**config.mk**
```make
export PLATFORM = sky130hd
export DESIGN_NAME = mpct_front
export DESIGN_NICKNAME = d
export VERILOG_FILES = /design/src/rtl/mpct_pkg.sv /design/src/rtl/mpct_front.sv
export SDC_FILE = /design/constraint.sdc
export NUM_CORES = 1
export LEC_CHECK = 0
export BUFFER_PORTS_ARGS = -buffer_cell sky130_fd_sc_hd__buf_2
export CELL_PAD_IN_SITES_DETAIL_PLACEMENT = 1
export CELL_PAD_IN_SITES_GLOBAL_PLACEMENT = 1
export CORE_MARGIN = 4
export CORE_UTILIZATION = 44
export DETAILED_ROUTE_END_ITERATION = 6
export PLACE_DENSITY_LB_ADDON = 0.1
export SYNTH_ARGS = -nofsm -noshare
export SYNTH_HDL_FRONTEND = slang
export SYNTH_SLANG_ARGS = --single-unit
```
**constraint.sdc**
```tcl
create_clock -name clk_i -period 3.1 [get_ports clk_i]
set_clock_uncertainty 0.05 [all_clocks]
set_input_delay 0 -clock clk_i [delete_from_list [all_inputs] [get_ports clk_i]]
set_output_delay 0 -clock clk_i [all_outputs]
set_load 0.03 [all_outputs]
```
**src/rtl/mpct_pkg.sv**
```systemverilog
// shared constants, codes and the job record of the mouse packet cursor tracker
// no dependencies
package mpct_pkg;

  // screen defaults and field widths
  localparam int unsigned DEF_SCREEN_COLS = 80;
  localparam int unsigned DEF_SCREEN_ROWS = 25;
  localparam int unsigned BYTE_W          = 8;
  localparam int unsigned CELL_W          = 11;
  localparam int unsigned CAUSE_W         = 2;
  localparam int unsigned BTN_IDX_W       = 2;
  localparam int unsigned NUM_BUTTONS     = 3;

  // status bit that flags an auxiliary (mouse) data byte
  localparam int unsigned AUX_READY_BIT = 5;

  // cursor home position, pulled onto the screen when the screen is small
  localparam int unsigned RESET_COL = 40;
  localparam int unsigned RESET_ROW = 12;

  // signed width that holds a coordinate plus a signed byte delta
  localparam int unsigned SUM_W = 10;

  // toggle steps of one packet: old cell, new cell, then one per button
  localparam int unsigned NUM_STEPS  = 5;
  localparam int unsigned STEP_IDX_W = $clog2(NUM_STEPS);
  localparam int unsigned STEP_OLD   = 0;
  localparam int unsigned STEP_NEW   = 1;
  localparam int unsigned STEP_BTN0  = 2;

  // entries of the queue between front and back end
  localparam int unsigned JOB_FIFO_DEPTH = 2;

  typedef enum logic [CAUSE_W-1:0] {
    CAUSE_OLD    = 2'd0,
    CAUSE_NEW    = 2'd1,
    CAUSE_BUTTON = 2'd2
  } toggle_cause_e;

  typedef enum logic [1:0] {
    POS_BYTE0 = 2'd0,
    POS_BYTE1 = 2'd1,
    POS_BYTE2 = 2'd2
  } byte_pos_e;

  // work handed from the packet decoder to the toggle sequencer
  typedef struct packed {
    logic [NUM_STEPS-1:0] steps;
    logic [CELL_W-1:0]    old_cell;
    logic [CELL_W-1:0]    new_cell;
  } job_t;

endpackage

```
**src/rtl/mpct_front.sv**
```systemverilog
// front end: packet assembly, cursor update with clamping, job staging
// depends on mpct_pkg
module mpct_front import mpct_pkg::*; #(
  parameter int unsigned SCREEN_COLS = DEF_SCREEN_COLS,
  parameter int unsigned SCREEN_ROWS = DEF_SCREEN_ROWS
) (
  input  logic              clk_i,
  input  logic              rst_ni,
  input  logic              in_valid_i,
  output logic              in_ready_o,
  input  logic [BYTE_W-1:0] status_byte_i,
  input  logic [BYTE_W-1:0] data_byte_i,
  output logic              job_valid_o,
  output job_t              job_o,
  input  logic              job_ready_i
);

  localparam int unsigned COL_W  = $clog2(SCREEN_COLS);
  localparam int unsigned ROW_W  = $clog2(SCREEN_ROWS);
  localparam int unsigned PROD_W = COL_W + ROW_W;
  localparam int unsigned COL_HOME = (RESET_COL > SCREEN_COLS - 1) ? SCREEN_COLS - 1 : RESET_COL;
  localparam int unsigned ROW_HOME = (RESET_ROW > SCREEN_ROWS - 1) ? SCREEN_ROWS - 1 : RESET_ROW;
  localparam logic [COL_W-1:0] COL_HOME_V = COL_W'(COL_HOME);
  localparam logic [ROW_W-1:0] ROW_HOME_V = ROW_W'(ROW_HOME);
  localparam logic [COL_W-1:0] COL_MAX_V  = COL_W'(SCREEN_COLS - 1);
  localparam logic [ROW_W-1:0] ROW_MAX_V  = ROW_W'(SCREEN_ROWS - 1);
  localparam logic signed [SUM_W-1:0] COL_MAX_S = SUM_W'(SCREEN_COLS - 1);
  localparam logic signed [SUM_W-1:0] ROW_MAX_S = SUM_W'(SCREEN_ROWS - 1);

  byte_pos_e             pos_q, pos_d;
  logic [BYTE_W-1:0]     byte0_q, byte1_q;
  logic [COL_W-1:0]      col_q, col_d;
  logic [ROW_W-1:0]      row_q, row_d;
  logic [NUM_BUTTONS-1:0] btn_q, btn_d;
  logic                  pend_valid_q, pend_valid_d;
  logic [NUM_STEPS-1:0]  pend_steps_q;
  logic [CELL_W-1:0]     pend_old_q;

  logic                  take, complete, motion;
  logic [NUM_BUTTONS-1:0] btn_chg;
  logic [NUM_STEPS-1:0]  new_steps;
  logic [PROD_W-1:0]     prod;
  logic [CELL_W-1:0]     cur_cell;
  logic signed [SUM_W-1:0] col_sum, row_sum, dx, dy;

  // handshake: stall only while a staged job cannot move on
  assign in_ready_o = !pend_valid_q || job_ready_i;
  assign take       = in_valid_i && in_ready_o && status_byte_i[AUX_READY_BIT];
  assign complete   = take && (pos_q == POS_BYTE2);

  // cell of the cursor as it stands in the registers
  assign prod     = PROD_W'(row_q) * PROD_W'(SCREEN_COLS) + PROD_W'(col_q);
  assign cur_cell = CELL_W'(prod);

  // toggle steps of the packet that completes with this word
  assign motion    = (byte1_q != '0) || (data_byte_i != '0);
  assign btn_chg   = byte0_q[NUM_BUTTONS-1:0] ^ btn_q;
  assign new_steps = {btn_chg, motion, motion};

  // byte position
  always_comb begin
    pos_d = pos_q;
    if (take) begin
      case (pos_q)
        POS_BYTE1: pos_d = POS_BYTE2;
        POS_BYTE2: pos_d = POS_BYTE0;
        default:   pos_d = POS_BYTE1;
      endcase
    end
  end

  // signed sums and clamping to the screen
  always_comb begin
    dx      = {{(SUM_W-BYTE_W){byte1_q[BYTE_W-1]}}, byte1_q};
    dy      = {{(SUM_W-BYTE_W){data_byte_i[BYTE_W-1]}}, data_byte_i};
    col_sum = {{(SUM_W-COL_W){1'b0}}, col_q} + dx;
    row_sum = {{(SUM_W-ROW_W){1'b0}}, row_q} - dy;
    col_d   = col_q;
    row_d   = row_q;
    btn_d   = btn_q;
    if (complete) begin
      if (col_sum[SUM_W-1])      col_d = '0;
      else if (col_sum > COL_MAX_S) col_d = COL_MAX_V;
      else                       col_d = col_sum[COL_W-1:0];
      if (row_sum[SUM_W-1])      row_d = '0;
      else if (row_sum > ROW_MAX_S) row_d = ROW_MAX_V;
      else                       row_d = row_sum[ROW_W-1:0];
      btn_d = byte0_q[NUM_BUTTONS-1:0];
    end
  end

  // staging register: holds a job until its new cell is known and the queue takes it
  always_comb begin
    pend_valid_d = pend_valid_q && !job_ready_i;
    if (complete) pend_valid_d = |new_steps;
  end

  assign job_valid_o    = pend_valid_q;
  assign job_o.steps    = pend_steps_q;
  assign job_o.old_cell = pend_old_q;
  assign job_o.new_cell = cur_cell;

  // control state
  always_ff @(posedge clk_i or negedge rst_ni) begin
    if (!rst_ni) begin
      pos_q        <= POS_BYTE0;
      col_q        <= COL_HOME_V;
      row_q        <= ROW_HOME_V;
      btn_q        <= '0;
      pend_valid_q <= 1'b0;
    end else begin
      pos_q        <= pos_d;
      col_q        <= col_d;
      row_q        <= row_d;
      btn_q        <= btn_d;
      pend_valid_q <= pend_valid_d;
    end
  end

  // packet bytes and staged job payload
  always_ff @(posedge clk_i) begin
    if (take) begin
      case (pos_q)
        POS_BYTE1: byte1_q <= data_byte_i;
        POS_BYTE2: begin
          pend_steps_q <= new_steps;
          pend_old_q   <= cur_cell;
        end
        default:   byte0_q <= data_byte_i;
      endcase
    end
  end

endmodule

```
# ---- After elaboration in Yosys (flattened, before gate mapping)
# Index checks and enable logic that the tools add are counted.
# W data, S select, Z words.
dict set report totals {
  out_inout_bits 29
  regBits 45
  in_bits 20
  ramBits 0
  latch_bits 0
  word_cells 40
  n_memories 0
  mem_bits_ro 0
}
dict set report op_classes {
  magnitude_cmp 2
  shift 0
  bitwise 2
  n_div 0
  add_sub_neg 3
  n_mul 1
  eq_ne 2
  n_mux 6
  reduce_logical 15
}
# cell n
set ops {}
lappend ops {{$reduce_bool A8 Y1} 2}
lappend ops {{$mux W7} 2}
lappend ops {{$add A11 B7 Y11} 1}
lappend ops {{$mux W5} 2}
lappend ops {{$add A8 B8 Y9} 1}
lappend ops {{$gt A9 B6 Y1 const B} 1}
lappend ops {{$gt A9 B8 Y1 const B} 1}
lappend ops {{$sub A6 B8 Y9} 1}
lappend ops {{$mul A5 B3 Y7 const B} 1}
lappend ops {{$reduce_and A2 Y1} 3}
lappend ops {{$logic_and A1 B1 Y1} 4}
lappend ops {{$pmux W2 S2} 1}
lappend ops {{$reduce_or A4 Y1} 1}
lappend ops {{$xor A3 B3 Y3} 1}
lappend ops {{$eq A2 B1 Y1 const B} 1}
lappend ops {{$eq A2 B2 Y1 const B} 1}
lappend ops {{$logic_not A1 Y1} 2}
lappend ops {{$logic_or A1 B1 Y1} 2}
lappend ops {{$reduce_or A2 Y1} 1}
lappend ops {{$mux W1} 1}
lappend ops {{$not A1 Y1} 1}

# ---- Depth between registers and ports, before layout
dict set report logic_depth {
  ltp_word 6
  ltp_mapped 10
  depth_no_buf 10
}

# ---- Worst setup path before layout
# No wires, ideal clock.
dict set report synth_timing {
  path_type {flip-flop to flip-flop}
  startpoint {reg row_q[3]}
  endpoint {reg pend_old_q[10], data pin}
  required_time_ns 2.748
  slack_ns 0.384
  n_path_buf 0
  stages_incl_launch_ff 8
  arrival_time_ns 2.364
  setup_ns 0.302
  synth_period_minus_slack_ns 2.716
  cell_sequence {dfstp_2 > ha_1 > ha_1 > inv_1 > fa_1 > nor3_1 > xor2_1 > xnor2_1}
}
# item line_no
set synth_lines {}
lappend synth_lines {{start, declared} mpct_front.sv:33} ;# logic [ROW_W-1:0] row_q, row_d;
lappend synth_lines {{start signal, assigned} mpct_front.sv:114} ;# row_q <= row_d;
lappend synth_lines {{end signal, assigned} mpct_front.sv:127} ;# pend_old_q <= cur_cell;
lappend synth_lines {{end, declared} mpct_front.sv:37} ;# logic [CELL_W-1:0] pend_old_q;

==> out/metrics.cfg <==
[timing]
timing.setup.tns_ns=0
hold_ws_ns=0.0737
slew_violations=0
min_period_ns=2.83
slew_headroom=0.681
fin_crit_sh=0.913
setup-violations-final=0
max_freq_mhz=353
rsz0062_at_grt=no
hold_viol=0
tightest_slew_ns=0.479

[clocking]
cts_made_buffers=5
ctsHoldBuffers=9
ctsResizeCount=0
cts_max_level=2
cts_setup_buffers=0
clk-insertion-delay-late_ns=0.29
cts_tree=built
clk_pin_slew_worst_paths_ns=0.08
cts_sinks=44
root_buffer=clkbuf_8
clockBufferDepth=2

[route]
drt_wl_total_mm=6.22
vias=1956
wl_per_cell_um=17.5
drt-pass1-iter-count=4
vias_per_cell=5.51
postRouteAntennaNets=0
drc=0
drt_iter0_markers=84

[critical_path]
crit_arrival_ns=2.78
critPathCaptureType=output pin
cp_data_required_time_ns=3.05
start_kind=register
path_class=reg -> out
critPathMaxFanout=4

[run_status]
status=completed

[global_route]
grtUsageMet3=0.0336
track_usage=0.182
grt_pass1_vias=2049
grt_use_met2=0.309
grt.busiest_layer=met2
gr-total-overflow=0
grt_antenna_before_repair=0
grt_use_met1=0.241
grt_pass1_wl_mm=10.4
grt_max_degree=19

[floorplan]
rows=27
initial_core_util=0.467
ios=49
design.die.area_um2=7330
fp.dieH_um=85.6
die_x_um=85.6
core_um2=5680

[placed_design]
dpl.hpwl_mm=4.76
place_inst=338
port_buffers=41
globalplace.congestion=0.772

[synth]
ys_async_sr_fraction=0.409
synth_seq_cells=44
avgSynthCellArea_um2=11.4
synth_cells=232
ys_warn_count=0
synth_top_area_share=0.295
synth_nets=279
ys_seq_area_frac=0.467
synth_area_leader_cell=edfxtp_1
synthTopCellsByArea=edfxtp_1 29%, dfrtp_1 13%, ha_1 11%
synthTopCellsByCount=26 x edfxtp_1, 23 x ha_1, 19 x inv_1
synth-edff-count=26
syn_area_um2=2650
synthDistinctLibCells=53
yosysMostFrequentCell=edfxtp_1
synthFlopType=edfxtp_1

[pwr]
p_leak_nw=1.37
ir_drop_mv=0.417
power_density_nw_per_um2=920

[final_layout]
nNetsFinal=329
diodes=0
drive_gt1_frac=0.230
area_delta_synth_final_pct=17.1
final_cells=355

[run]
max_cap_viol_count=0

[hold_path]
hold_path_class=in -> reg

## cell usage in the layout, fill, tap and decap left out, types with 2 or more instances in the layout
cell type / count
xor2_1: 8
o2111ai_1: 3
dlygate4sd3_1: 9
xnor2_1: 10
nor3_1: 4
nor4_1: 5
nor2b_1: 3
nand2b_1: 3
dfrtp_1: 14
nor2_1: 12
edfxtp_1: 26
fa_1: 4
o21bai_1: 2
ha_1: 23
clkbuf_8: 5
a21oi_1: 7
a21o_1: 4
o211a_1: 3
a31oi_1: 2
a32o_1: 2
o21ai_2: 2
inv_1: 19
dfstp_2: 4
and2_1: 3
nand2_1: 18
nand3_1: 2
o21ai_1: 7
a211oi_1: 2
buf_2: 41
and3_1: 3
a22oi_1: 3
o21a_1: 5
## per-stage QoR
step | utilization | setup WS (ns) | area, um^2 | total power [mW]
finish | 0.546 | 0.269 | 3100 | 2.85
detailed placement | 0.511 | 0.589 | 2900 | 2.43
floorplan | - | 0.384 | 2650 | 2.06
global route | 0.546 | 0.135 | 3100 | 3.08
global placement | 0.511 | 0.615 | 2900 | 2.37
CTS | 0.546 | 0.239 | 3100 | 2.87
## per-layer routing
metal	part of all wire	vias up
met1	0.46	957
met4	0.013	0
li1	-	941
met5	0	-
met3	0.044	10
met2	0.48	48
## path summary, 6_finish.rpt
path,startpoint,endpoint,slack (ns),cells past startpoint
hold / removal,in_valid_i,pos_q[0],0.07,3
max in group asynchronous,rst_ni,row_q[2],2.51,2
setup / recovery,row_q[3],job_o[10],0.27,8
setup reg to reg,col_q[0],col_q[4],0.58,9
min in group asynchronous,rst_ni,row_q[4],0.14,2
hold reg to reg,btn_q[2],btn_q[2],0.45,2
## worst max-delay path: stages (launching register included)
cell     delay (ns)
dfstp_2        0.59
ha_1           0.25
ha_1           0.21
inv_1          0.07
fa_1           0.45
nor3_1         0.26
xor2_1         0.23
xnor2_1        0.17
buf_2          0.23
## state kept, by name, indices dropped and copies added, names as in the netlist
name / cells
pend_old_q: 11
btn_q: 3
byte1_q: 8
byte0_q: 3
job_valid_o: 1
row_q: 5
col_q: 7
pend_steps_q: 4
pos_q: 2
## report_power, final
group / switching [mW] / internal [mW]
Clock: 0.195 / 0.239
Sequential: 0.122 / 0.809
Combinational: 0.928 / 0.558
## kinds of logic (layout without fill, tap and decap cells)
group / count (synthesis) / in the layout / synth area share
AOI/OAI and AO/OA: 55 / 55 / 0.170
xor gates and xnor gates: 19 / 19 / 0.0657
adders and majority gates: 27 / 27 / 0.139
buffers and inverters: 28 / 79 / 0.0468
DFF: 44 / 44 / 0.467
and+or+nand+nor: 59 / 59 / 0.112
## layout make-up
| type | count | area [um^2] |
|---|---|---|
| Timing Repair Buffer | 51 | 303 |
| Tap cell | 72 | 90.1 |
| Clock buffer | 6 | 72.6 |
| Inverter | 20 | 75.1 |
| Multi-Input combinational cell | 160 | 1290 |
| Sequential cell | 44 | 1240 |
| Clock inverter | 2 | 35.0 |
| Fill cell | 650 | 2570 |
Note: power is estimated with default switching activity, not from simulation.
