### src/rtl/mpct_pkg.sv
// shared constants, codes and the job record of the mouse packet cursor tracker
// no dependencies
package mpct_pkg;

  // screen defaults and field widths
  localparam int unsigned DEF_SCREEN_COLS = 80;
  localparam int unsigned DEF_SCREEN_ROWS = 25;
  localparam int unsigned BYTE_W          = 8;
  localparam int unsigned CELL_W          = 11;
  localparam int unsigned CAUSE_W         = 2;
  localparam int unsigned BTN_IDX_W       = 2;
  localparam int unsigned NUM_BUTTONS     = 3;

  // status bit that flags an auxiliary (mouse) data byte
  localparam int unsigned AUX_READY_BIT = 5;

  // cursor home position, pulled onto the screen when the screen is small
  localparam int unsigned RESET_COL = 40;
  localparam int unsigned RESET_ROW = 12;

  // signed width that holds a coordinate plus a signed byte delta
  localparam int unsigned SUM_W = 10;

  // toggle steps of one packet: old cell, new cell, then one per button
  localparam int unsigned NUM_STEPS  = 5;
  localparam int unsigned STEP_IDX_W = $clog2(NUM_STEPS);
  localparam int unsigned STEP_OLD   = 0;
  localparam int unsigned STEP_NEW   = 1;
  localparam int unsigned STEP_BTN0  = 2;

  // entries of the queue between front and back end
  localparam int unsigned JOB_FIFO_DEPTH = 2;

  typedef enum logic [CAUSE_W-1:0] {
    CAUSE_OLD    = 2'd0,
    CAUSE_NEW    = 2'd1,
    CAUSE_BUTTON = 2'd2
  } toggle_cause_e;

  typedef enum logic [1:0] {
    POS_BYTE0 = 2'd0,
    POS_BYTE1 = 2'd1,
    POS_BYTE2 = 2'd2
  } byte_pos_e;

  // work handed from the packet decoder to the toggle sequencer
  typedef struct packed {
    logic [NUM_STEPS-1:0] steps;
    logic [CELL_W-1:0]    old_cell;
    logic [CELL_W-1:0]    new_cell;
  } job_t;

endpackage

### src/rtl/mpct_job_fifo.sv
// short job queue between the packet decoder and the toggle sequencer
// depends on mpct_pkg
module mpct_job_fifo import mpct_pkg::*; (
  input  logic clk_i,
  input  logic rst_ni,
  input  logic in_valid_i,
  output logic in_ready_o,
  input  job_t in_job_i,
  output logic out_valid_o,
  input  logic out_ready_i,
  output job_t out_job_o
);

  localparam int unsigned DEPTH = JOB_FIFO_DEPTH;
  localparam int unsigned PTR_W = $clog2(DEPTH);
  localparam int unsigned CNT_W = $clog2(DEPTH + 1);
  localparam logic [PTR_W-1:0] PTR_LAST = PTR_W'(DEPTH - 1);
  localparam logic [CNT_W-1:0] CNT_FULL = CNT_W'(DEPTH);

  job_t             mem_q [DEPTH];
  logic [PTR_W-1:0] wr_ptr_q, wr_ptr_d, rd_ptr_q, rd_ptr_d;
  logic [CNT_W-1:0] cnt_q, cnt_d;
  logic             push, pop;

  assign in_ready_o  = (cnt_q != CNT_FULL);
  assign out_valid_o = (cnt_q != '0);
  assign out_job_o   = mem_q[rd_ptr_q];
  assign push        = in_valid_i && in_ready_o;
  assign pop         = out_valid_o && out_ready_i;

  // pointers and fill count
  always_comb begin
    wr_ptr_d = wr_ptr_q;
    rd_ptr_d = rd_ptr_q;
    cnt_d    = cnt_q;
    if (push) wr_ptr_d = (wr_ptr_q == PTR_LAST) ? '0 : wr_ptr_q + 1'b1;
    if (pop)  rd_ptr_d = (rd_ptr_q == PTR_LAST) ? '0 : rd_ptr_q + 1'b1;
    if (push && !pop)      cnt_d = cnt_q + 1'b1;
    else if (pop && !push) cnt_d = cnt_q - 1'b1;
  end

  always_ff @(posedge clk_i or negedge rst_ni) begin
    if (!rst_ni) begin
      wr_ptr_q <= '0;
      rd_ptr_q <= '0;
      cnt_q    <= '0;
    end else begin
      wr_ptr_q <= wr_ptr_d;
      rd_ptr_q <= rd_ptr_d;
      cnt_q    <= cnt_d;
    end
  end

  // entry storage
  always_ff @(posedge clk_i) begin
    if (push) mem_q[wr_ptr_q] <= in_job_i;
  end

endmodule

### config.mk
export PLATFORM = sky130hd
export DESIGN_NAME = mpct_job_fifo
export DESIGN_NICKNAME = d
export VERILOG_FILES = /design/src/rtl/mpct_pkg.sv /design/src/rtl/mpct_job_fifo.sv
export SDC_FILE = /design/constraint.sdc
export NUM_CORES = 1
export LEC_CHECK = 0
export BUFFER_PORTS_ARGS = -buffer_cell sky130_fd_sc_hd__buf_4
export CAP_MARGIN = 40
export CORE_MARGIN = 2
export CORE_UTILIZATION = 50
export DETAILED_ROUTE_END_ITERATION = 8
export GPL_TIMING_DRIVEN = 0
export PLACE_DENSITY = 0.76
export SETUP_SLACK_MARGIN = 0.4
export SLEW_MARGIN = 0
export SYNTH_ARGS = -nofsm -noshare
export SYNTH_HDL_FRONTEND = slang
export SYNTH_SLANG_ARGS = --single-unit
### constraint.sdc
create_clock -name clk_i -period 2.63 [get_ports clk_i]
set_input_delay 0.1315 -clock clk_i [delete_from_list [all_inputs] [get_ports clk_i]]
set_output_delay 0.1315 -clock clk_i [all_outputs]
set_load 0.01 [all_outputs]
After elaboration in Yosys (flattened, before gate mapping)
Memories as Yosys holds them, arrays and structs flattened. Cells that the tools add are included.

Output and inout port bits: 29. Word-level logic and storage cells: 23. Memory bits (writable): 54. Memory bits (read-only): 0. Bits of input ports: 31. Bits in registers: 4. Memories kept: 1. Latch bits: 0.

Memories: mem_q (depth 2, bits a word 27, read ports 1, clocked after memory_dff 0, write ports 1, line mpct_job_fifo.sv:20) `job_t mem_q [DEPTH];`.

Eq/ne operators: 1. Reduce and logical (&&, ||, !) cells: 8. Bitwise logic cells: 0. Shifts and indexed selects: 0. Multiply operators: 0. Divide/modulo/power cells: 0. $add $sub $neg: 4. Magnitude comparators: 0. Mux-type cells: 6.

Operators by type and width (number): $logic_and 1x1->1 (4); $mux 1 (4); $mux 2 (2); $reduce_bool 2->1 (2); $add 1x1->1 const B (2); $add 2x1->2 const B (1); $logic_not 1->1 (2); $ne 2x2->1 const B (1); $sub 2x1->2 const B (1).

Longest topological paths before layout
Gate-level depths: netlist of run 1.

Depth in word-level cells: 6. Mapped depth: 7. Mapped depth without buffers: 7.

Worst setup path after synthesis of run 1
No wires, ideal clock.

Path type: reg-to-reg. From: register cnt_q[0]. To: memory mem_q[0][0] in the netlist's numbering (enable). Cell stages (with the launch flop): 4. Buffers on the path: 0. Arrival: 1.848 ns. Library setup time: 0.411 ns. Setup slack: 0.371 ns. Cell sequence: dfrtp_1 > nand2b_1 > nand2_1 > nor2_1.

Cells in the longest elaborated chain, start to end: 4.

RTL lines: start: declaration (line mpct_job_fifo.sv:22) `logic [CNT_W-1:0] cnt_q, cnt_d;`; start signal: assignment (line mpct_job_fifo.sv:50) `cnt_q <= cnt_d;`; $ne 2x2->1 (line mpct_job_fifo.sv:25) `assign in_ready_o = (cnt_q != CNT_FULL);`; via in_ready_o (line mpct_job_fifo.sv:7) `output logic in_ready_o,`; $logic_and 1x1->1 (line mpct_job_fifo.sv:28) `assign push = in_valid_i && in_ready_o;`; $mux 1 (line mpct_job_fifo.sv:56) `if (push) mem_q[wr_ptr_q] <= in_job_i;`; $mux 1 (implied by the code) (line mpct_job_fifo.sv:56); end: declaration (line mpct_job_fifo.sv:20).

The timed path passes the listed nets, and every way through them passes these cells.

Worst setup path in the final report of run 1
From: register cnt_q[0]. To: memory mem_q[0][22] in the netlist's numbering (enable).

Cells in the longest elaborated chain, start to end: 4.

RTL lines (line): $ne 2x2->1 (mpct_job_fifo.sv:25); $logic_and 1x1->1 (mpct_job_fifo.sv:28); $mux 1 (mpct_job_fifo.sv:56); $mux 1 (implied by the code) (mpct_job_fifo.sv:56).

Every way passes these cells.

==> out/metrics.yaml, run 1 <==
status: "complete, no violations"
powerDensity_nw_per_um2: 1036
power_uw: 3365
route.detailed.drc: 0
cts-root-buf: "clkbuf_8"
hold_viol: 0
cts_max_level: 3
placed_cell_area_um2: 2783
crit_family: "simple AND/OR/NAND/NOR gates"
grt_setup_unrepaired: "no"
finalWorstSetupSlack_ps: 684.1
grt_use_total: 0.1786
max_cap_violations: 0
grt_max_degree: 17
peakVddDrop_mv: 0.6426
clk_latency_ps: 330
synthToLayoutAreaGrowth_pct: 44.81
num_vias: 1254
synth_area_um2: 2242
dpl.cell_count: 215
worstPathRequired_ps: 2660
power.leakage_uw: 0.001319
die_w_um: 70.97
grt_pass1_wl_um: 6451
dieArea_um2: 5036
min_period_ps: 1946
wl_um: 4001
end_kind: "flop"
slew_viol_final: 0
wl_per_cell_um: 15.45
synthTopCellsByArea: "edfxtp_1, mux2_4, dfrtp_1"
place.gp.congestion: 0.6585
fmax_mhz: 513.9
numCtsBuffers: 9
synth_fp_nets: 134
hpwl_um: 2515
syn_area_per_cell_um2: 21.98
num-fill-cells: 261
numPortBuffers: 59
floorplan.core_area_um2: 4324
fp-row-count: 24
reg2reg_slack_ps: 680
min_path_type: "input pin to async pin"
antenna_found_initial: 0
cp_slowest_cell: "nor2_2"
yosysWarningCount: 0
ioPinCount: 60
crit_path_max_incr_delay_ps: 680
start_util: 0.5185
synthCells: 102
design_area_um2: 3247
cp_max_fo: 16
cp_cell_sequence: "nand2b_1 > nand2_1 > nor2_2 > buf_8"
place_ws_ps: 693.1
stdcell_count: 259
ant_nets: 0
regArea_um2: 1722
cts_setup_buffers: 0
skew_ps: 10.34
setup_viol: 0
fin_tns_setup_ps: 0
synth-seq-cells: 58
yosysSeqAreaShare: 0.7679
critPathBufInv: 1
min_period_over_period: 0.7399
clkTransAtPathRegs_ps: 70
reg2reg_from: "cnt_q[0]"
synth_top_area_share: 0.7232
die_h_um: 70.97
grt_pass1_vias: 1353
regToRegEndpoint: "mem_q[0][22]"
grt_overflow_total: 0
start_kind: "flop"
drive_gt1_frac: 0.5121
synth_top_area_cell: "edfxtp_1"
drtPass1Iterations: 4
synth.distinct_cells: 15
worst_slew_pin_slew_ps: 864.2
relSlewSlack: 0.4232
antenna_cells: 0
criticalPathCategory: "flop to flop"
tritoncts: "yes"
nNetsFinal: 234
drtIter0Drc: 76
cts_max_path_buffers: 2
cp.arrival_ps: 1980
r2r_cells: 4
multi_input_area_um2: 467.9
cts_num_sinks: 58
via_per_inst: 4.842
==> final cells by class <==
cell class              instances  area share
flip-flops and latches         58      0.5303
multi-input cells              40      0.1441
clock inverters                 7     0.01850
plain buffers                   3     0.01580
repair buffers                 89      0.2320
clock buffers                   9     0.03815
inverters                       1    0.001156
well taps                      52     0.02004
==> layout by cell type, fill, tap and decap left out <==
| master | instances |
|---|---|
| buf_4 | 59 |
| edfxtp_1 | 54 |
| dlygate4sd3_1 | 28 |
| mux2_4 | 19 |
| clkbuf_8 | 9 |
| mux2_2 | 8 |
| dfrtp_1 | 4 |
| xnor2_1 | 3 |
| clkinv_2 | 3 |
| buf_12 | 2 |
| nand2_1 | 2 |
| xor2_1 | 2 |
| clkinv_1 | 2 |
| buf_8 | 2 |
| buf_6 | 1 |
| nand2b_1 | 1 |
| inv_1 | 1 |
| or2_1 | 1 |
| and3_1 | 1 |
| nor2_2 | 1 |
| nor2_1 | 1 |
| ha_1 | 1 |
| clkinvlp_4 | 1 |
| bufinv_16 | 1 |
==> layer usage <==
metal	routed length (um)	GRT usage	share of wire
met1	1576	0.1908	0.39
met3	260	0.09402	0.065
met2	2099	0.3001	0.52
met5	0	0	0
met4	64	0.06918	0.016
==> cells by family after synthesis <==
logic type    share of synthesized area
fa+ha+maj                      0.005579
flops                            0.7679
simple gates                    0.01507
mux                              0.1674
buf+inv                         0.02455
xor+xnor                        0.01953
==> where the power goes <==
part           switching, uW  internal [uW]  leakage, uW
clock network            328            425    0.0000939
logic                    545            724     0.000677
registers               73.5           1270     0.000548
total                    946           2420      0.00132
==> worst max path at each step <==
stage	from	end	slack, ps	cells after the start
after floorplan	cnt_q[0]	mem_q[0][0]	810	3
after global placement	cnt_q[0]	mem_q[0][21]	540	3
after detailed placement	cnt_q[0]	mem_q[0][22]	690	4
after CTS	cnt_q[0]	mem_q[0][22]	670	4
after global routing	cnt_q[0]	mem_q[0][21]	520	4
final	cnt_q[0]	mem_q[0][22]	680	4
==> sequential cells by signal, summed over array words and instances, names as in the netlist <==
register / count
mem_q: 54
cnt_q: 2
rd_ptr_q: 1
wr_ptr_q: 1
==> stage by stage <==
stage	hold slack, ps	util
final	127.5	0.7509
after global routing	103.2	0.7509
after CTS	97.32	0.7509
after detailed placement	-67.95	0.6435
after global placement	-73.03	0.6366
after floorplan	-164.1	-
==> Yosys cell counts <==
| master | instances |
|---|---|
| and3_1 | 1 |
| buf_12 | 2 |
| buf_6 | 1 |
| dfrtp_1 | 4 |
| edfxtp_1 | 54 |
| ha_1 | 1 |
| inv_1 | 1 |
| mux2_2 | 8 |
| mux2_4 | 19 |
| nand2_1 | 2 |
| nand2b_1 | 1 |
| nor2_1 | 2 |
| or2_1 | 1 |
| xnor2_1 | 3 |
| xor2_1 | 2 |
==> timing repair <==
action	in CTS	in global routing
hold buffers	28	0
gates resized for setup	0	0
hold endpoints to repair	58	0
Note: power is estimated with default switching activity, not from simulation.
==> inputs of run 2 (changes only) <==
==> constraint.sdc (replaced) <==
create_clock -name clk_i -period 1.8 [get_ports clk_i]
set_input_delay 0.09 -clock clk_i [delete_from_list [all_inputs] [get_ports clk_i]]
set_output_delay 0.09 -clock clk_i [all_outputs]
set_load 0.01 [all_outputs]
==> out/metrics.yaml, run 2 (synthesis results as in run 1) <==
criticalPathCategory: "flop to output pin"
fmax_mhz: 641.3
cts_max_path_buffers: 2
peakVddDrop_mv: 1.116
regMostFlops: "mem_q"
cts-root-buf: "clkbuf_8"
die_w_um: 70.97
via_per_inst: 4.862
grt_use_met3: 0.06125
skew_ps: 8.516
cp_slowest_cell: "dfrtp_1"
critPathBufInv: 3
gr-usage-met2: 0.3167
holdPathStages: 3
dieArea_um2: 5036
numCtsBuffers: 9
grt_use_total: 0.1839
cp_max_fo: 10
grt_pass1_wl_um: 6713
fp-row-count: 24
r2r_cells: 8
reg.largest.list: "mem_q x54, cnt_q x2"
min_period_ps: 1559
powerDensity_nw_per_um2: 1541
ioPinCount: 60
cp_cell_sequence: "buf_6 > buf_12 > mux2_4 > buf_4"
antenna_cells: 0
die_h_um: 70.97
start_kind: "flop"
design_area_um2: 3436
regArea_um2: 1722
placed_cell_area_um2: 2774
num-fill-cells: 237
floorplan.core_area_um2: 4324
start_util: 0.5185
power.leakage_uw: 0.001409
place_ws_ps: 129.4
clk_latency_ps: 330
drtPass1Iterations: 4
hold_viol: 0
largest_register_ffs: 54
met1_usage: 0.2086
drive_gt1_frac: 0.5530
relSlewSlack: 0.7636
max_cap_violations: 0
antenna_found_initial: 0
worstPathRequired_ps: 1710
end_kind: "output pin"
hold_slack_ps: 42.11
cp.depth: 4
grt_overflow_total: 0
wl_um: 4598
clkTransAtPathRegs_ps: 60
crit_path_max_incr_delay_ps: 390
place.gp.congestion: 0.6970
synthToLayoutAreaGrowth_pct: 53.24
cp.arrival_ps: 1470
wl_per_cell_um: 17.09
top_usage_layer: "met2"
grt_setup_unrepaired: "yes"
worst_slew_pin_slew_ps: 354.6
drtIter0Drc: 112
num_vias: 1308
route.detailed.drc: 0
final_common_cell: "buf_4"
numPortBuffers: 59
grt_pass1_vias: 1414
cts_num_sinks: 58
tritoncts: "yes"
fin_tns_setup_ps: 0
finalWorstSetupSlack_ps: 240.8
nNetsFinal: 244
ant_nets: 0
setup_viol: 0
status: "complete, no violations"
min_path_type: "input pin to flop"
mostFrequentLayoutCells: "buf_4, edfxtp_1, dlygate4sd3_1"
multi_input_area_um2: 566.8
grt_max_degree: 28
crit_family: "buffers and inverters"
cts_max_level: 3
min_period_over_period: 0.8662
slew_viol_final: 0
utilization: 0.7946
[run 2: timing repair]
item | CTS | global route
hold buffers | 28 | 0
gates resized for setup | 18 | 4
pin swaps | 4 | 4
endpoints found under the hold margin | 58 | 0
endpoints found under the setup margin | 82 | 82
buffers inserted | 7 | 3
cloned | 1 | 1
[run 2: final timing paths]
kind / start / end / slack (ps)
setup reg to reg: cnt_q[1] / cnt_q[1] / 290
hold / removal: out_ready_i / rd_ptr_q / 40
min in group asynchronous: rst_ni / rd_ptr_q / 100
setup / recovery: rd_ptr_q / out_job_o[9] / 240
hold reg to reg: cnt_q[0] / cnt_q[0] / 620
max in group asynchronous: rst_ni / wr_ptr_q / 1590
[run 2: per-layer routing]
metal,vias up,wire length (um)
met5,-,0
met4,0,72
met3,10,212
met2,41,2373
met1,641,1939
li1,616,-
[run 2: final cells by class]
class / instances / share of cell area
plain buffers: 3 / 0.01493
clock buffers: 11 / 0.03824
inverters: 1 / 0.001092
clock inverters: 5 / 0.006191
flip-flops and latches: 58 / 0.5011
multi-input cells: 42 / 0.1650
well taps: 52 / 0.01894
repair buffers: 97 / 0.2546
[run 2: per-stage QoR]
step,total power [uW],cells
after floorplan,3119,102
after global placement,3736,213
after detailed placement,3801,213
after CTS,5121,265
after global routing,5517,269
final,5295,269
[run 2: worst reg2reg max path, stage by stage, from the launching register on]
cell and delay [ps]:
dfrtp_1 380, buf_4 150, nand2b_4 110, nand2_8 80, inv_1 70, ha_2 190
xor2_2 190, nor2_4 50, xor2_1 170
[run 2: power by group]
group | internal [uW] | total, uW | switching (uW)
clock network | 480 | 941 | 461
logic | 1390 | 2380 | 986
registers | 1850 | 1980 | 122
total | 3730 | 5290 | 1570
==> inputs of run 3 (changes only) <==
--- a/config.mk
+++ b/config.mk
@@ -8,10 +8,9 @@
 export BUFFER_PORTS_ARGS = -buffer_cell sky130_fd_sc_hd__buf_4
 export CAP_MARGIN = 40
 export CORE_MARGIN = 2
-export CORE_UTILIZATION = 50
+export CORE_UTILIZATION = 35
 export DETAILED_ROUTE_END_ITERATION = 8
 export GPL_TIMING_DRIVEN = 0
-export PLACE_DENSITY = 0.76
 export SETUP_SLACK_MARGIN = 0.4
 export SLEW_MARGIN = 0
 export SYNTH_ARGS = -nofsm -noshare
==> out/metrics.yaml, run 3 (synthesis results as in run 1) <==
num_vias: 1306
max_cap_violations: 0
critPathBufInv: 3
grt_max_degree: 15
antenna_found_initial: 0
fmax_mhz: 656.5
status: "complete, no violations"
place.gp.congestion: 0.6706
wl_um: 4381
largest_register_ffs: 54
floorplan.core_area_um2: 6277
drtPass1Iterations: 4
numPortBuffers: 59
drive_gt1_frac: 0.5766
ioPinCount: 60
cts_num_sinks: 58
power_uw: 5689
start_kind: "flop"
cts-root-buf: "clkbuf_8"
reg.largest.list: "mem_q x54, cnt_q x2"
grt_pass1_wl_um: 6706
mostFrequentLayoutCells: "buf_4, edfxtp_1, dlygate4sd3_1"
criticalPathCategory: "flop to output pin"
crit_family: "buffers and inverters"
cp_max_fo: 10
clk_latency_ps: 330
worstPathRequired_ps: 1710
regArea_um2: 1722
min_period_over_period: 0.8462
clkTransAtPathRegs_ps: 60
relSlewSlack: 0.7656
setup_viol: 0
hold_slack_ps: 86.24
cp_cell_sequence: "buf_6 > buf_12 > mux2_4 > buf_4"
grt_overflow_total: 0
via_per_inst: 4.368
worst_slew_pin_slew_ps: 351.6
min_period_ps: 1523
nNetsFinal: 249
die_h_um: 84.04
peakVddDrop_mv: 1.171
tritoncts: "yes"
dieArea_um2: 7063
cp.arrival_ps: 1430
crit_path_max_incr_delay_ps: 370
drtIter0Drc: 50
slew_viol_final: 0
end_kind: "output pin"
min_path_type: "input pin to async pin"
cts_max_path_buffers: 2
synthToLayoutAreaGrowth_pct: 59.26
reg2reg_slack_ps: 400
hold_viol: 0
fin_tns_setup_ps: 0
antenna_cells: 0
die_w_um: 84.04
fp-row-count: 29
cp_slowest_cell: "dfrtp_1"
hpwl_um: 2506
num-fill-cells: 501
final_common_cell: "buf_4"
power.leakage_uw: 0.001457
powerDensity_nw_per_um2: 1593
grt_use_total: 0.1282
numCtsBuffers: 9
multi_input_area_um2: 565.5
ant_nets: 0
regMostFlops: "mem_q"
wl_per_cell_um: 14.65
cts_max_level: 3
grt_pass1_vias: 1434
route.detailed.drc: 0
skew_ps: 5.455
grt_setup_unrepaired: "yes"
start_util: 0.3572
## run 3: cell types whose count changed in the layout (fill, tap and decap cells not counted), moves of 2 or more
cell | previous run | this run
buf_12 | 6 | 4
buf_4 | 58 | 62
buf_6 | 8 | 11
bufinv_16 | 0 | 3
clkbuf_1 | 2 | 0
mux2_2 | 1 | 3
mux2_4 | 26 | 24
## run 3: worst register-to-register path: cells and delay by family (launching register included)
| kind | cells | cell delay (ps) |
|---|---|---|
| AND/OR/NAND/NOR | 3 | 450 |
| adder cells (fa/ha/maj) | 1 | 140 |
| XOR/XNOR | 2 | 270 |
| flip-flops | 1 | 420 |
## run 3: routing by layer
metal / vias up / wire (um) / global-route usage
li1: 625 / - / -
met1: 624 / 1753 / 0.1378
met2: 48 / 2287 / 0.2258
met3: 9 / 242 / 0.03858
met4: 0 / 97 / 0.06598
met5: - / 0 / 0
## run 3: layout make-up
type,instances,share of cell area
sequential,58,0.4821
timing repair buffer,102,0.2516
multi-input combinational,42,0.1584
clock buffer,9,0.03469
clock inverter,7,0.03013
tap,77,0.02698
buffer,3,0.01437
inverter,1,0.001752
## run 3: repair_timing
action	CTS	global route
hold buffers	28	0
setup buffers	12	3
endpoints found under the setup margin	82	83
gates resized for setup	13	12
endpoints found under the hold margin	58	0
gates cloned	2	0
pin swaps	8	8
## run 3: through the flow
stage	instance area [um2]	util	cells	setup WS (ps)
after floorplan	2266	-	102	352.5
after CTS	3501	0.5577	296	253.3
after global placement	2805	0.4469	238	165.2
after global routing	3571	0.5689	299	224.9
after detailed placement	2805	0.4469	238	88.31
final	3571	0.5689	299	276.8
## run 3: path summary, 6_finish.rpt
check | from | to | cells after the start
max in group asynchronous | rst_ni | wr_ptr_q | 2
min in group clk_i | out_ready_i | cnt_q[0] | 4
max reg2reg | cnt_q[0] | cnt_q[1] | 6
min reg2reg | cnt_q[0] | cnt_q[0] | 1
min | rst_ni | cnt_q[0] | 2
max | rd_ptr_q | out_job_o[5] | 4
## run 3: power breakdown
part	internal, uW	switching, uW	total, uW
clock network	904	476	1380
registers	1850	131	1980
logic	1390	930	2320
