`config.mk`:
```
export PLATFORM = sky130hd
export DESIGN_NAME = mpct_back
export DESIGN_NICKNAME = d
export VERILOG_FILES = /design/src/rtl/mpct_pkg.sv /design/src/rtl/mpct_back.sv
export SDC_FILE = /design/constraint.sdc
export NUM_CORES = 1
export LEC_CHECK = 0
export BUFFER_PORTS_ARGS = -buffer_cell sky130_fd_sc_hd__buf_4
export CAP_MARGIN = 10
export CORE_ASPECT_RATIO = 0.9
export CORE_UTILIZATION = 57
export CTS_BUF_LIST = sky130_fd_sc_hd__clkbuf_2 sky130_fd_sc_hd__clkbuf_4 sky130_fd_sc_hd__clkbuf_8
export DETAILED_ROUTE_END_ITERATION = 10
export GPL_TIMING_DRIVEN = 0
export PLACE_DENSITY = 0.87
export REMOVE_ABC_BUFFERS = 1
export SETUP_SLACK_MARGIN = 0.2
export SLEW_MARGIN = 20
export SYNTH_ARGS = -nofsm -noshare
export SYNTH_HDL_FRONTEND = slang
export SYNTH_SLANG_ARGS = --single-unit
```
`constraint.sdc`:
```
create_clock -name clk_i -period 5.2 [get_ports clk_i]
set_clock_uncertainty 0.05 [all_clocks]
set_input_delay 0.52 -clock clk_i [delete_from_list [all_inputs] [get_ports clk_i]]
set_output_delay 0.52 -clock clk_i [all_outputs]
set_load 0.01 [all_outputs]
```
`src/rtl/mpct_pkg.sv`:
```
// shared constants, codes and the job record of the mouse packet cursor tracker
// no dependencies
package mpct_pkg;

  // screen defaults and field widths
  localparam int unsigned DEF_SCREEN_COLS = 80;
  localparam int unsigned DEF_SCREEN_ROWS = 25;
  localparam int unsigned BYTE_W          = 8;
  localparam int unsigned CELL_W          = 11;
  localparam int unsigned CAUSE_W         = 2;
  localparam int unsigned BTN_IDX_W       = 2;
  localparam int unsigned NUM_BUTTONS     = 3;

  // status bit that flags an auxiliary (mouse) data byte
  localparam int unsigned AUX_READY_BIT = 5;

  // cursor home position, pulled onto the screen when the screen is small
  localparam int unsigned RESET_COL = 40;
  localparam int unsigned RESET_ROW = 12;

  // signed width that holds a coordinate plus a signed byte delta
  localparam int unsigned SUM_W = 10;

  // toggle steps of one packet: old cell, new cell, then one per button
  localparam int unsigned NUM_STEPS  = 5;
  localparam int unsigned STEP_IDX_W = $clog2(NUM_STEPS);
  localparam int unsigned STEP_OLD   = 0;
  localparam int unsigned STEP_NEW   = 1;
  localparam int unsigned STEP_BTN0  = 2;

  // entries of the queue between front and back end
  localparam int unsigned JOB_FIFO_DEPTH = 2;

  typedef enum logic [CAUSE_W-1:0] {
    CAUSE_OLD    = 2'd0,
    CAUSE_NEW    = 2'd1,
    CAUSE_BUTTON = 2'd2
  } toggle_cause_e;

  typedef enum logic [1:0] {
    POS_BYTE0 = 2'd0,
    POS_BYTE1 = 2'd1,
    POS_BYTE2 = 2'd2
  } byte_pos_e;

  // work handed from the packet decoder to the toggle sequencer
  typedef struct packed {
    logic [NUM_STEPS-1:0] steps;
    logic [CELL_W-1:0]    old_cell;
    logic [CELL_W-1:0]    new_cell;
  } job_t;

endpackage

```
`src/rtl/mpct_back.sv`:
```
// back end: steps through the toggles of one job into an output register
// depends on mpct_pkg
module mpct_back import mpct_pkg::*; (
  input  logic                 clk_i,
  input  logic                 rst_ni,
  input  logic                 job_valid_i,
  output logic                 job_ready_o,
  input  job_t                 job_i,
  output logic                 out_valid_o,
  input  logic                 out_ready_i,
  output logic [CELL_W-1:0]    cell_index_o,
  output toggle_cause_e        toggle_cause_o,
  output logic [BTN_IDX_W-1:0] button_index_o,
  output logic                 last_o
);

  logic [NUM_STEPS-1:0]  steps_q, steps_d, rest, low_oh;
  logic [CELL_W-1:0]     old_cell_q, new_cell_q;
  logic [STEP_IDX_W-1:0] sel;
  logic                  have, can_emit, emit, pop;

  logic                  out_valid_q, out_valid_d;
  logic [CELL_W-1:0]     cell_q, cell_d;
  toggle_cause_e         cause_q, cause_d;
  logic [BTN_IDX_W-1:0]  btn_idx_q, btn_idx_d;
  logic                  last_q, last_d;

  // lowest pending step goes next
  always_comb begin
    sel = '0;
    for (int i = NUM_STEPS - 1; i >= 0; i--) begin
      if (steps_q[i]) sel = STEP_IDX_W'(i);
    end
  end

  assign low_oh   = NUM_STEPS'(1) << sel;
  assign rest     = steps_q & ~low_oh;
  assign have     = |steps_q;
  assign can_emit = !out_valid_q || out_ready_i;
  assign emit     = have && can_emit;

  // fetch the next job as the current one hands out its final toggle
  assign job_ready_o = !have || (emit && (rest == '0));
  assign pop         = job_valid_i && job_ready_o;

  always_comb begin
    steps_d = steps_q;
    if (emit) steps_d = rest;
    if (pop)  steps_d = job_i.steps;
  end

  // output word for the selected step
  always_comb begin
    out_valid_d = out_valid_q && !out_ready_i;
    cell_d      = cell_q;
    cause_d     = cause_q;
    btn_idx_d   = btn_idx_q;
    last_d      = last_q;
    if (emit) begin
      out_valid_d = 1'b1;
      last_d      = (rest == '0);
      if (sel == STEP_IDX_W'(STEP_OLD)) begin
        cell_d    = old_cell_q;
        cause_d   = CAUSE_OLD;
        btn_idx_d = '0;
      end else if (sel == STEP_IDX_W'(STEP_NEW)) begin
        cell_d    = new_cell_q;
        cause_d   = CAUSE_NEW;
        btn_idx_d = '0;
      end else begin
        cell_d    = new_cell_q;
        cause_d   = CAUSE_BUTTON;
        btn_idx_d = BTN_IDX_W'(sel - STEP_IDX_W'(STEP_BTN0));
      end
    end
  end

  assign out_valid_o    = out_valid_q;
  assign cell_index_o   = cell_q;
  assign toggle_cause_o = cause_q;
  assign button_index_o = btn_idx_q;
  assign last_o         = last_q;

  // control state
  always_ff @(posedge clk_i or negedge rst_ni) begin
    if (!rst_ni) begin
      steps_q     <= '0;
      out_valid_q <= 1'b0;
    end else begin
      steps_q     <= steps_d;
      out_valid_q <= out_valid_d;
    end
  end

  // job cells and output payload
  always_ff @(posedge clk_i) begin
    if (pop) begin
      old_cell_q <= job_i.old_cell;
      new_cell_q <= job_i.new_cell;
    end
    cell_q    <= cell_d;
    cause_q   <= cause_d;
    btn_idx_q <= btn_idx_d;
    last_q    <= last_d;
  end

  // old-cell toggle is always followed at once by the new-cell toggle
  a_old_then_new: assert property (@(posedge clk_i) disable iff (!rst_ni)
    out_valid_q && out_ready_i && (cause_q == CAUSE_OLD)
    |=> out_valid_q && (cause_q == CAUSE_NEW))
    else $error("old-cell toggle not followed by new-cell toggle");

  // an old-cell toggle never closes a packet
  a_old_not_last: assert property (@(posedge clk_i) disable iff (!rst_ni)
    out_valid_q && (cause_q == CAUSE_OLD) |-> !last_q)
    else $error("old-cell toggle marked last");

  // button index only carries meaning on button toggles
  a_btn_idx: assert property (@(posedge clk_i) disable iff (!rst_ni)
    out_valid_q && (cause_q != CAUSE_BUTTON) |-> (btn_idx_q == '0))
    else $error("button index set on a motion toggle");

  // the front end never queues a job without toggles
  a_job_nonempty: assert property (@(posedge clk_i) disable iff (!rst_ni)
    pop |-> (job_i.steps != '0))
    else $error("empty job taken from the queue");

endmodule

```
== Yosys cells after proc, flatten, opt, wreduce, memory -nomap -nowiden ==
Index checks and enable logic that the tools add are counted.

* Bits in registers: 44
* Input port bits: 31
* Output and inout port bits: 18
* Word-level logic and storage cells: 37

* $add $sub $neg: 1
* Equality and inequality tests: 1
* Shift-type cells: 1
* Multiplexer cells: 10
* Bitwise logic cells: 2
* Reduce and logical (&&, ||, !) cells: 14

{| class="wikitable"
|+ Operators with widths
! cell !! count
|-
| 3-bit two-way mux || 5
|-
| 11-bit two-way mux || 1
|-
| 5-bit two-way mux || 2
|-
| 5-bit bitwise AND || 1
|-
| 5-bit zero test || 1
|-
| 5-bit inverter || 1
|-
| 5-bit OR reduction || 1
|-
| 1-bit by 3-bit << shifter with 5-bit output (first input constant) || 1
|-
| 1-bit logical AND || 4
|-
| 3-bit by 1-bit equality test with 1-bit output (second input constant) || 1
|-
| 1-bit zero test || 3
|-
| 3-bit zero test || 1
|-
| 1-bit logical OR || 2
|-
| 2-bit two-way mux || 1
|-
| 2-bit nonzero test || 1
|-
| 2-bit OR reduction || 1
|-
| 2-bit subtractor (second input constant) || 1
|-
| 1-bit two-way mux || 1
|}

== Logic depth before layout (Yosys ltp) ==
Gate-level depths: netlist of the first run.

* Depth after elaboration: 13
* Depth in mapped cells: 4

== Least setup slack after synthesis of the first run ==
OpenSTA, ideal clock, no wires.

* Path type: reg2reg
* Start: register steps_q[3]
* End: register new_cell_q[0], enable pin
* Setup time: 0.407 ns
* Arrival: 2.286 ns
* Data required time: 4.743 ns
* Setup slack: 2.457 ns
* Stages on the path, launching flop included: 4
* Buffers on the path: 0
* Clock period less this slack: 2.743 ns
* Cell sequence: dfrtp_1 nor4_4 o221ai_2 a21boi_1

* Word-level cells in the longest chain between the ends: 11
* Elaborated cells on any way between the ends: 14
* Classes of those cells: shift (1); mux (4); bitwise (2); reduce/logical (7)

{| class="wikitable"
|+ Ends and longest elaborated chain
! element !! RTL line !! source
|-
| from (decl) || mpct_back.sv:17 || <nowiki>logic [NUM_STEPS-1:0] steps_q, steps_d, rest, low_oh;</nowiki>
|-
| from (signal assigned) || mpct_back.sv:90 || <nowiki>steps_q <= steps_d;</nowiki>
|-
| 3-bit two-way mux (4 in series) || mpct_back.sv:32 || <nowiki>if (steps_q[i]) sel = STEP_IDX_W'(i);</nowiki>
|-
| 1-bit by 3-bit << shifter with 5-bit output || mpct_back.sv:36 || <nowiki>assign low_oh = NUM_STEPS'(1) << sel;</nowiki>
|-
| 5-bit inverter || mpct_back.sv:37 || <nowiki>assign rest = steps_q & ~low_oh;</nowiki>
|-
| 5-bit bitwise AND || mpct_back.sv:37 ||
|-
| 5-bit zero test || mpct_back.sv:43 || <nowiki>assign job_ready_o = !have || (emit && (rest == '0));</nowiki>
|-
| 1-bit logical AND || mpct_back.sv:43 ||
|-
| 1-bit logical OR (*) || mpct_back.sv:43 ||
|-
| 1-bit logical AND (*) || mpct_back.sv:44 || <nowiki>assign pop = job_valid_i && job_ready_o;</nowiki>
|-
| named net pop || mpct_back.sv:20 || <nowiki>logic have, can_emit, emit, pop;</nowiki>
|-
| to (signal assigned) || mpct_back.sv:99 || <nowiki>new_cell_q <= job_i.new_cell;</nowiki>
|-
| to (decl) || mpct_back.sv:18 || <nowiki>logic [CELL_W-1:0] old_cell_q, new_cell_q;</nowiki>
|}

The timed path passes the listed nets; every way through them passes the cells marked *.
A chain may end at the register's enable or synchronous reset.

== Worst setup path in the final report of the first run ==
* Start: register steps_q[1]
* End: output job_ready_o

* Word-level cells in the longest chain between the ends: 8
* Elaborated cells on any way between the ends: 11
* Classes of those cells: shift (1); mux (2); bitwise (2); reduce/logical (6)

{| class="wikitable"
|+ Ends and longest elaborated chain
! element !! RTL line !! source
|-
| 3-bit two-way mux (2 in series) || mpct_back.sv:32 ||
|-
| 1-bit by 3-bit << shifter with 5-bit output || mpct_back.sv:36 ||
|-
| 5-bit inverter || mpct_back.sv:37 ||
|-
| 5-bit bitwise AND || mpct_back.sv:37 ||
|-
| 5-bit zero test || mpct_back.sv:43 ||
|-
| 1-bit logical AND || mpct_back.sv:43 ||
|-
| 1-bit logical OR (*) || mpct_back.sv:43 ||
|-
| to (decl) || mpct_back.sv:7 || <nowiki>output logic job_ready_o,</nowiki>
|}

Mark *: on every way between the ends. The rest lies on a longest branch, timed or not.

==> reports/qor.yml, run 1 <==
outcome:
  status: "completed"
layout:
  seq_area_mm2: 0.001291
  nFillCells: 170
  nets: 185
  antenna_cells: 0
  layoutNonFillerInstCount: 195
  syn_to_final_growth_pct: 26.62
  drive_gt1_frac: 0.4645
  multiInputGateArea_um2: 442.9
clock_tree:
  cts.sinks: 44
  cts_max_level: 2
  clock_latency_ps: 340
  clock_path_buffers: 2
  root_buffer: "clkbuf_4"
  cts_hold_buf: 1
  cts_buffers: 5
  cts-resized-gates: 0
  path_clk_slew_ps: 120
  postCtsSetupRepairBufs: 0
  cts_tree: "done"
power:
  leakagePower_nw: 0.8724
  ir_worst_vdd_mv: 0.3663
  power.density_mw_per_mm2: 581.8
yosys:
  synth.yosys.seq_area_share: 0.7345
  synth_area_mm2: 0.001758
  synth.distinct_cells: 29
  ys.warnings.count: 0
  synth_top_area_share: 0.6491
  synth_common_cells: "38 x edfxtp_1, 10 x mux2_4, 8 x nand2_1"
  async_flop_share: 0.1364
  synth_seq_cells: 44
  yosys.area.top_type: "edfxtp_1"
  synth_ff_type: "edfxtp_1"
  synth_edf_count: 38
  ys_top_cells_by_area: "edfxtp_1 65%, dfrtp_1 8.5%, mux2_4 8.5%, nand2_1 1.7%, o211ai_1 1.7%"
  syn_area_per_cell_um2: 17.23
  yosysMostFrequentCell: "edfxtp_1"
  synthCells: 102
worst_setup_path:
  crit_fanout: 11
  start_kind: "register"
  crit_path_top_delay_cell: "nor4_4"
  critPathRequiredTime_ps: 4630
  critPathMaxStageDelay_ps: 560
  cp-end-kind: "primary output"
  timing.rr.end: "new_cell_q[9]"
  crit_buf_inv: 1
  crit_path_cell_trace: "nor4_4 -> o221ai_2 -> nand2_1 -> buf_4"
  r2r_slack_ps: 2670
  path_depth: 4
  arrival_ps: 1970
  crit_family: "simple AND/OR/NAND/NOR gates"
  crit_type: "reg -> out"
  r2r_cells: 4
  r2r-start: "steps_q[1]"
grt:
  grt.overflow.total: 0
  grt_pass1_wl_um: 4291
  grt_util_all_layers: 0.1912
  antenna_found_initial: 0
  grt_pass1_vias: 973
  grt_max_degree: 17
timing:
  relSlewSlack: 0.4643
  fin_crit_ps: 2543
  finalSetupTns_ps: 0
  setup_viol: 0
  hold_viol: 0
  timing.fmax_mhz: 393.3
  slew_viol_final: 0
  timing.final.crit_share: 0.4890
  grt_setup_unrepaired: "false"
  tightest_slew_ps: 802.7
place:
  gp_congestion: 0.7948
  numPortBuffers: 48
  dpl.cell_count: 186
  hpwl_um: 2125
floorplanning:
  die_h_um: 54.69
  rows: 18
  die_w_um: 60.54
  top_level_ports: 49
  core_area_mm2: 0.002838
  die_area_mm2: 0.003311
  start_util: 0.6195
routing:
  drc: 0
  drt_iter0_markers: 55
  dr.pass1.iters: 4
  vias_per_cell: 5.549
  postRouteAntennaNets: 0
  num_vias: 1082
  routed_wl_um: 2897
  routedWlPerCell_um: 14.86
hold_path:
  hold_end: "old_cell_q[8]"
  hp-class: "in -> reg"
  min_from: "job_i[19]"
  min_delay_path_depth: 1
flow_run:
  maxCapViolations: 0
-- area by class of cell --
| cell class | count | area share |
|---|---|---|
| multi-input combinational | 52 | 0.1990 |
| clock buffer | 5 | 0.01686 |
| clock inverter | 3 | 0.008432 |
| timing repair buffer | 50 | 0.1714 |
| sequential | 44 | 0.5801 |
| tap | 40 | 0.02248 |
| inverter | 1 | 0.001686 |
-- cells by family (layout without fill, tap and decap cells) --
kind of cell | Yosys count | in the layout | synth area share
flops | 44 | 44 | 0.7345
simple gates | 26 | 26 | 0.09040
compound gates | 15 | 15 | 0.06619
mux | 11 | 11 | 0.09181
buf+inv | 6 | 59 | 0.01708
-- metal layers --
layer | up-vias | GRT usage | wire length, um
li1 | 501 | - | -
met5 | - | 0 | 0
met3 | 7 | 0.05201 | 189
met4 | 0 | 0.09848 | 49
met2 | 48 | 0.3462 | 1625
met1 | 526 | 0.2063 | 1032
-- layout by cell type (no fill, tap or decap), types with 2 or more instances in the layout --
cell / n
a211oi_1: 2
clkinvlp_4: 2
buf_4: 48
clkbuf_4: 5
dfrtp_1: 6
mux2_4: 10
o21ai_1: 2
nor2_2: 2
nand2_1: 8
nand2b_1: 2
edfxtp_1: 38
o41ai_1: 2
nand4_1: 4
nor4b_1: 2
o211ai_1: 4
nor2b_1: 2
-- where the power goes --
group	internal (W)	switching, W
logic	0.000253	0.000239
clock network	0.0000510	0.000102
registers	0.000572	0.0000772
total	0.000877	0.000418
-- registers in the layout, indices dropped and copies added, names as in the netlist --
register and cells:
button_index_o 2, cell_index_o 11, last_o 1, new_cell_q 11, old_cell_q 11, out_valid_o 1, steps_q 5, toggle_cause_o 2
-- worst max-delay path by stage --
stage | startpoint | slack, ps | endpoint
5_1_grt | steps_q[3] | 2520 | new_cell_q[9]
6_report | steps_q[1] | 2660 | job_ready_o
4_1_cts | steps_q[3] | 2670 | job_ready_o
2_1_floorplan | steps_q[3] | 2460 | new_cell_q[0]
3_5_place_dp | steps_q[1] | 2730 | new_cell_q[4]
3_3_place_gp | steps_q[3] | 2020 | new_cell_q[4]
-- stage by stage --
stage | cell area, um2 | setup slack, ps | power, W | hold WS [ps] | util
final | 2226 | 2657 | 0.001295 | 293.3 | 0.7844
after CTS | 2226 | 2671 | 0.001308 | 279.7 | 0.7844
after global routing | 2226 | 2519 | 0.001366 | 272.3 | 0.7844
after global placement | 2142 | 2018 | 0.001114 | 279.9 | 0.7549
after detailed placement | 2160 | 2726 | 0.001153 | 282.3 | 0.7610
after floorplan | 1732 | 2457 | 0.0009442 | 174.4 | -
Power figures use the tool's default switching activity.
==> run 2: changes to the inputs <==
Settings changed: CORE_UTILIZATION 57 to 53, PLACE_DENSITY 0.87 to 0.82.
Clock period 5.2 ns to 2.35 ns, I/O delays scaled along.
==> reports/qor.yml, run 2 (synthesis results as in run 1) <==
outcome:
  status: "completed"
worst_setup_path:
  crit_type: "reg -> out"
  cp-end-kind: "primary output"
  r2r-start: "steps_q[1]"
  critPathRequiredTime_ps: 2070
  start_kind: "register"
  crit_fanout: 11
  crit_start: "steps_q[1]"
  arrival_ps: 1770
timing:
  timing.fmax_mhz: 487.7
  hold_viol: 0
  tightest_slew_ps: 467.1
  fin_crit_ps: 2050
  grt_setup_unrepaired: "false"
  timing.final.crit_share: 0.8725
  relSlewSlack: 0.6879
  setup_viol: 0
  fin_hold_ws_ps: 61.44
  slew_viol_final: 0
routing:
  drc: 0
  dr.pass1.iters: 4
  routed_wl_um: 3540
  vias_per_cell: 5.510
  drt_iter0_markers: 73
  postRouteAntennaNets: 0
  num_vias: 1135
  routedWlPerCell_um: 17.18
grt:
  grt_pass1_wl_um: 5554
  grt.overflow.total: 0
  grt_max_degree: 17
  grt_util_all_layers: 0.2218
  antenna_found_initial: 0
  grt_pass1_vias: 1094
layout:
  antenna_cells: 0
  syn_to_final_growth_pct: 35.30
  final_common_cell: "buf_4"
  drive_gt1_frac: 0.5122
  layout_common_cells: "57 x buf_4, 38 x edfxtp_1, 10 x mux2_4"
  nets: 194
power:
  leakagePower_nw: 0.9578
  ir_worst_vdd_mv: 1.123
  finalPower_w: 0.003290
  power.density_mw_per_mm2: 1383
floorplanning:
  die_w_um: 62.71
  die_area_mm2: 0.003551
  top_level_ports: 49
  core_area_mm2: 0.003114
  die_h_um: 56.64
  start_util: 0.5645
  rows: 19
clock_tree:
  clock_latency_ps: 290
  root_buffer: "clkbuf_8"
  cts_buffers: 5
  path_clk_slew_ps: 80
  cts_tree: "done"
  cts.sinks: 44
  clock_path_buffers: 2
  cts_max_level: 2
place:
  hpwl_um: 2296
  numPortBuffers: 48
  gp_congestion: 0.7835
flow_run:
  maxCapViolations: 0
hold_path:
  hp-class: "in -> reg"
  min_from: "job_i[12]"
==> run 2: cell types whose count changed in the layout (fill, tap and decap cells not counted), sizes merged <==
cell / change
clkinvlp: -1
buf: +9
bufinv: +1
==> run 2: power breakdown <==
group	internal, W	switching (W)	total, W
Sequential	0.00127	0.000183	0.00145
Clock	0.000314	0.000254	0.000568
Combinational	0.000669	0.000602	0.00127
Total	0.00225	0.00104	0.00329
==> run 2: cell type report <==
type,instances,area (um2)
clock buffer,5,68.82
sequential,44,1291
fill,192,735.7
timing repair buffer,59,449.2
clock inverter,3,42.54
tap,42,52.55
inverter,1,3.754
multi-input combinational,52,470.5
==> run 2: worst paths after layout <==
check                      slack [ps]  cells past startpoint              end
hold / removal                     60                      1    old_cell_q[1]
max in group asynchronous        1910                      2       steps_q[2]
setup / recovery                  300                      4      job_ready_o
hold reg to reg                   500                      1  cell_index_o[8]
min in group asynchronous         230                      2       steps_q[4]
setup reg to reg                  320                      4   old_cell_q[10]
==> run 2: what timing repair did <==
| action | 4_1_cts | 5_1_grt |
|---|---|---|
| pin swaps | 1 | 1 |
| cloned | 0 | 0 |
| hold buffers | 1 | 0 |
| setup buffers | 3 | 6 |
| hold endpoints to repair | 6 | 0 |
| resized for setup | 3 | 2 |
| setup endpoints to repair | 23 | 42 |
==> run 2: through the flow <==
step                        util  instance area (um2)  cells  setup slack (ps)  TNS, ps
final                     0.7638                 2379    206             299.6        0
after global routing      0.7638                 2379    206             226.9        0
after CTS                 0.7461                 2323    200             203.4        0
after detailed placement  0.6943                 2162    188            -100.6    -1497
after global placement    0.6886                 2145    187            -828.9   -18210
after floorplan                -                 1732     97            -393.1    -8649
==> run 2: per-layer routing <==
layer	vias up	track usage	wire (um)
li1	522	-	-
met1	544	0.2651	1468
met2	65	0.3711	1833
met3	4	0.08130	208
met4	0	0.07641	29
met5	-	0	0
==> run 2: worst max-delay path, cell delays in order (launching register included) <==
cell	delay [ps]
dfrtp_1	610
a211oi_2	160
o221ai_2	420
nand2_1	110
buf_4	160
==> run 3: changes to the inputs <==
Clock period 2.35 ns to 2.2 ns, I/O delays scaled along.
==> reports/qor.yml, run 3 (synthesis results as in run 1) <==
timing:
  relSlewSlack: 0.6696
  finalSetupTns_ps: 0
  hold_viol: 0
  timing.final.crit_share: 0.8952
  fin_crit_ps: 1969
  slew_viol_final: 0
  grt_setup_unrepaired: "false"
  fin_hold_ws_ps: 45.83
  timing.fmax_mhz: 507.8
  setup_viol: 0
  tightest_slew_ps: 494.6
layout:
  post-route-util: 0.7674
  layout_common_cells: "55 x buf_4, 38 x edfxtp_1, 10 x mux2_4"
  nets: 193
  final_common_cell: "buf_4"
  antenna_cells: 0
  layoutNonFillerInstCount: 205
  syn_to_final_growth_pct: 35.94
  drive_gt1_frac: 0.5153
clock_tree:
  cts_max_level: 2
  cts_buffers: 5
  clock_latency_ps: 290
  root_buffer: "clkbuf_8"
  path_clk_slew_ps: 80
  cts_tree: "done"
  clock_path_buffers: 2
  cts.sinks: 44
grt:
  grt.overflow.total: 0
  grt_util_all_layers: 0.2231
  grt_pass1_wl_um: 5582
  grt_pass1_vias: 1104
  antenna_found_initial: 0
  grt_max_degree: 17
routing:
  postRouteAntennaNets: 0
  drt_iter0_markers: 72
  routedWlPerCell_um: 18.47
  dr.pass1.iters: 4
  num_vias: 1134
  vias_per_cell: 5.532
  routed_wl_um: 3786
  drc: 0
worst_setup_path:
  crit_family: "simple AND/OR/NAND/NOR gates"
  crit_fanout: 6
  cp-end-kind: "primary output"
  crit_path_top_delay_cell: "dfrtp_2"
  path_depth: 5
  crit_type: "reg -> out"
  start_kind: "register"
  critPathMaxStageDelay_ps: 470
  crit_path_cell_trace: "nor4_4 -> buf_4 -> nand2_1 -> nand2_1 -> buf_4"
  crit_buf_inv: 2
  critPathRequiredTime_ps: 1930
  arrival_ps: 1700
  r2r_cells: 5
floorplanning:
  die_area_mm2: 0.003551
  top_level_ports: 49
  die_h_um: 56.64
  core_area_mm2: 0.003114
  start_util: 0.5645
  die_w_um: 62.71
  rows: 19
place:
  hpwl_um: 2296
  dpl.cell_count: 188
  gp_congestion: 0.7835
  numPortBuffers: 48
hold_path:
  min_delay_path_depth: 1
  hp-class: "in -> reg"
power:
  power.density_mw_per_mm2: 1486
  ir_worst_vdd_mv: 1.082
  finalPower_w: 0.003551
  leakagePower_nw: 0.9647
outcome:
  status: "completed"
flow_run:
  maxCapViolations: 0
[run 3: path summary, 6_finish.rpt]
path	from	endpoint	slack, ps
max	steps_q[3]	job_ready_o	230
min	job_i[12]	old_cell_q[1]	50
max reg2reg	steps_q[3]	old_cell_q[10]	240
min reg2reg	new_cell_q[0]	cell_index_o[0]	500
max in group asynchronous	rst_ni	steps_q[3]	1760
min in group asynchronous	rst_ni	steps_q[4]	210
[run 3: what timing repair did]
item                                    CTS  global route
hold buffers                              1             0
endpoints found under the setup margin   34            17
setup buffers                             4             4
gates resized for setup                   5             3
pin swaps                                 2             1
endpoints found under the hold margin     6             0
[run 3: stage by stage]
stage	cell area (um2)	setup slack, ps
after floorplan	1732	-543.1
after global placement	2145	-978.9
after detailed placement	2162	-250.6
after CTS	2337	200.1
after global routing	2390	179.0
final	2390	230.6
[run 3: layout make-up]
| cell class | instances | area, um2 |
|---|---|---|
| multi-input combinational | 52 | 481.7 |
| timing repair buffer | 58 | 446.7 |
| clock buffer | 5 | 68.82 |
| inverter | 1 | 3.754 |
| clock inverter | 3 | 42.54 |
| tap | 42 | 52.55 |
| fill | 177 | 724.4 |
| sequential | 44 | 1294 |
[run 3: per-layer routing]
| metal | share of wire | global-route usage | routed length (um) |
|---|---|---|---|
| met5 | 0 | 0 | 0 |
| met4 | 0.020 | 0.07641 | 75 |
| met3 | 0.067 | 0.08130 | 252 |
| met2 | 0.51 | 0.3773 | 1927 |
| met1 | 0.40 | 0.2637 | 1530 |
[run 3: report_power, final]
| part | switching, W | internal (W) |
|---|---|---|
| combinational | 0.000680 | 0.000711 |
| sequential | 0.000193 | 0.00136 |
| clock | 0.000275 | 0.000336 |
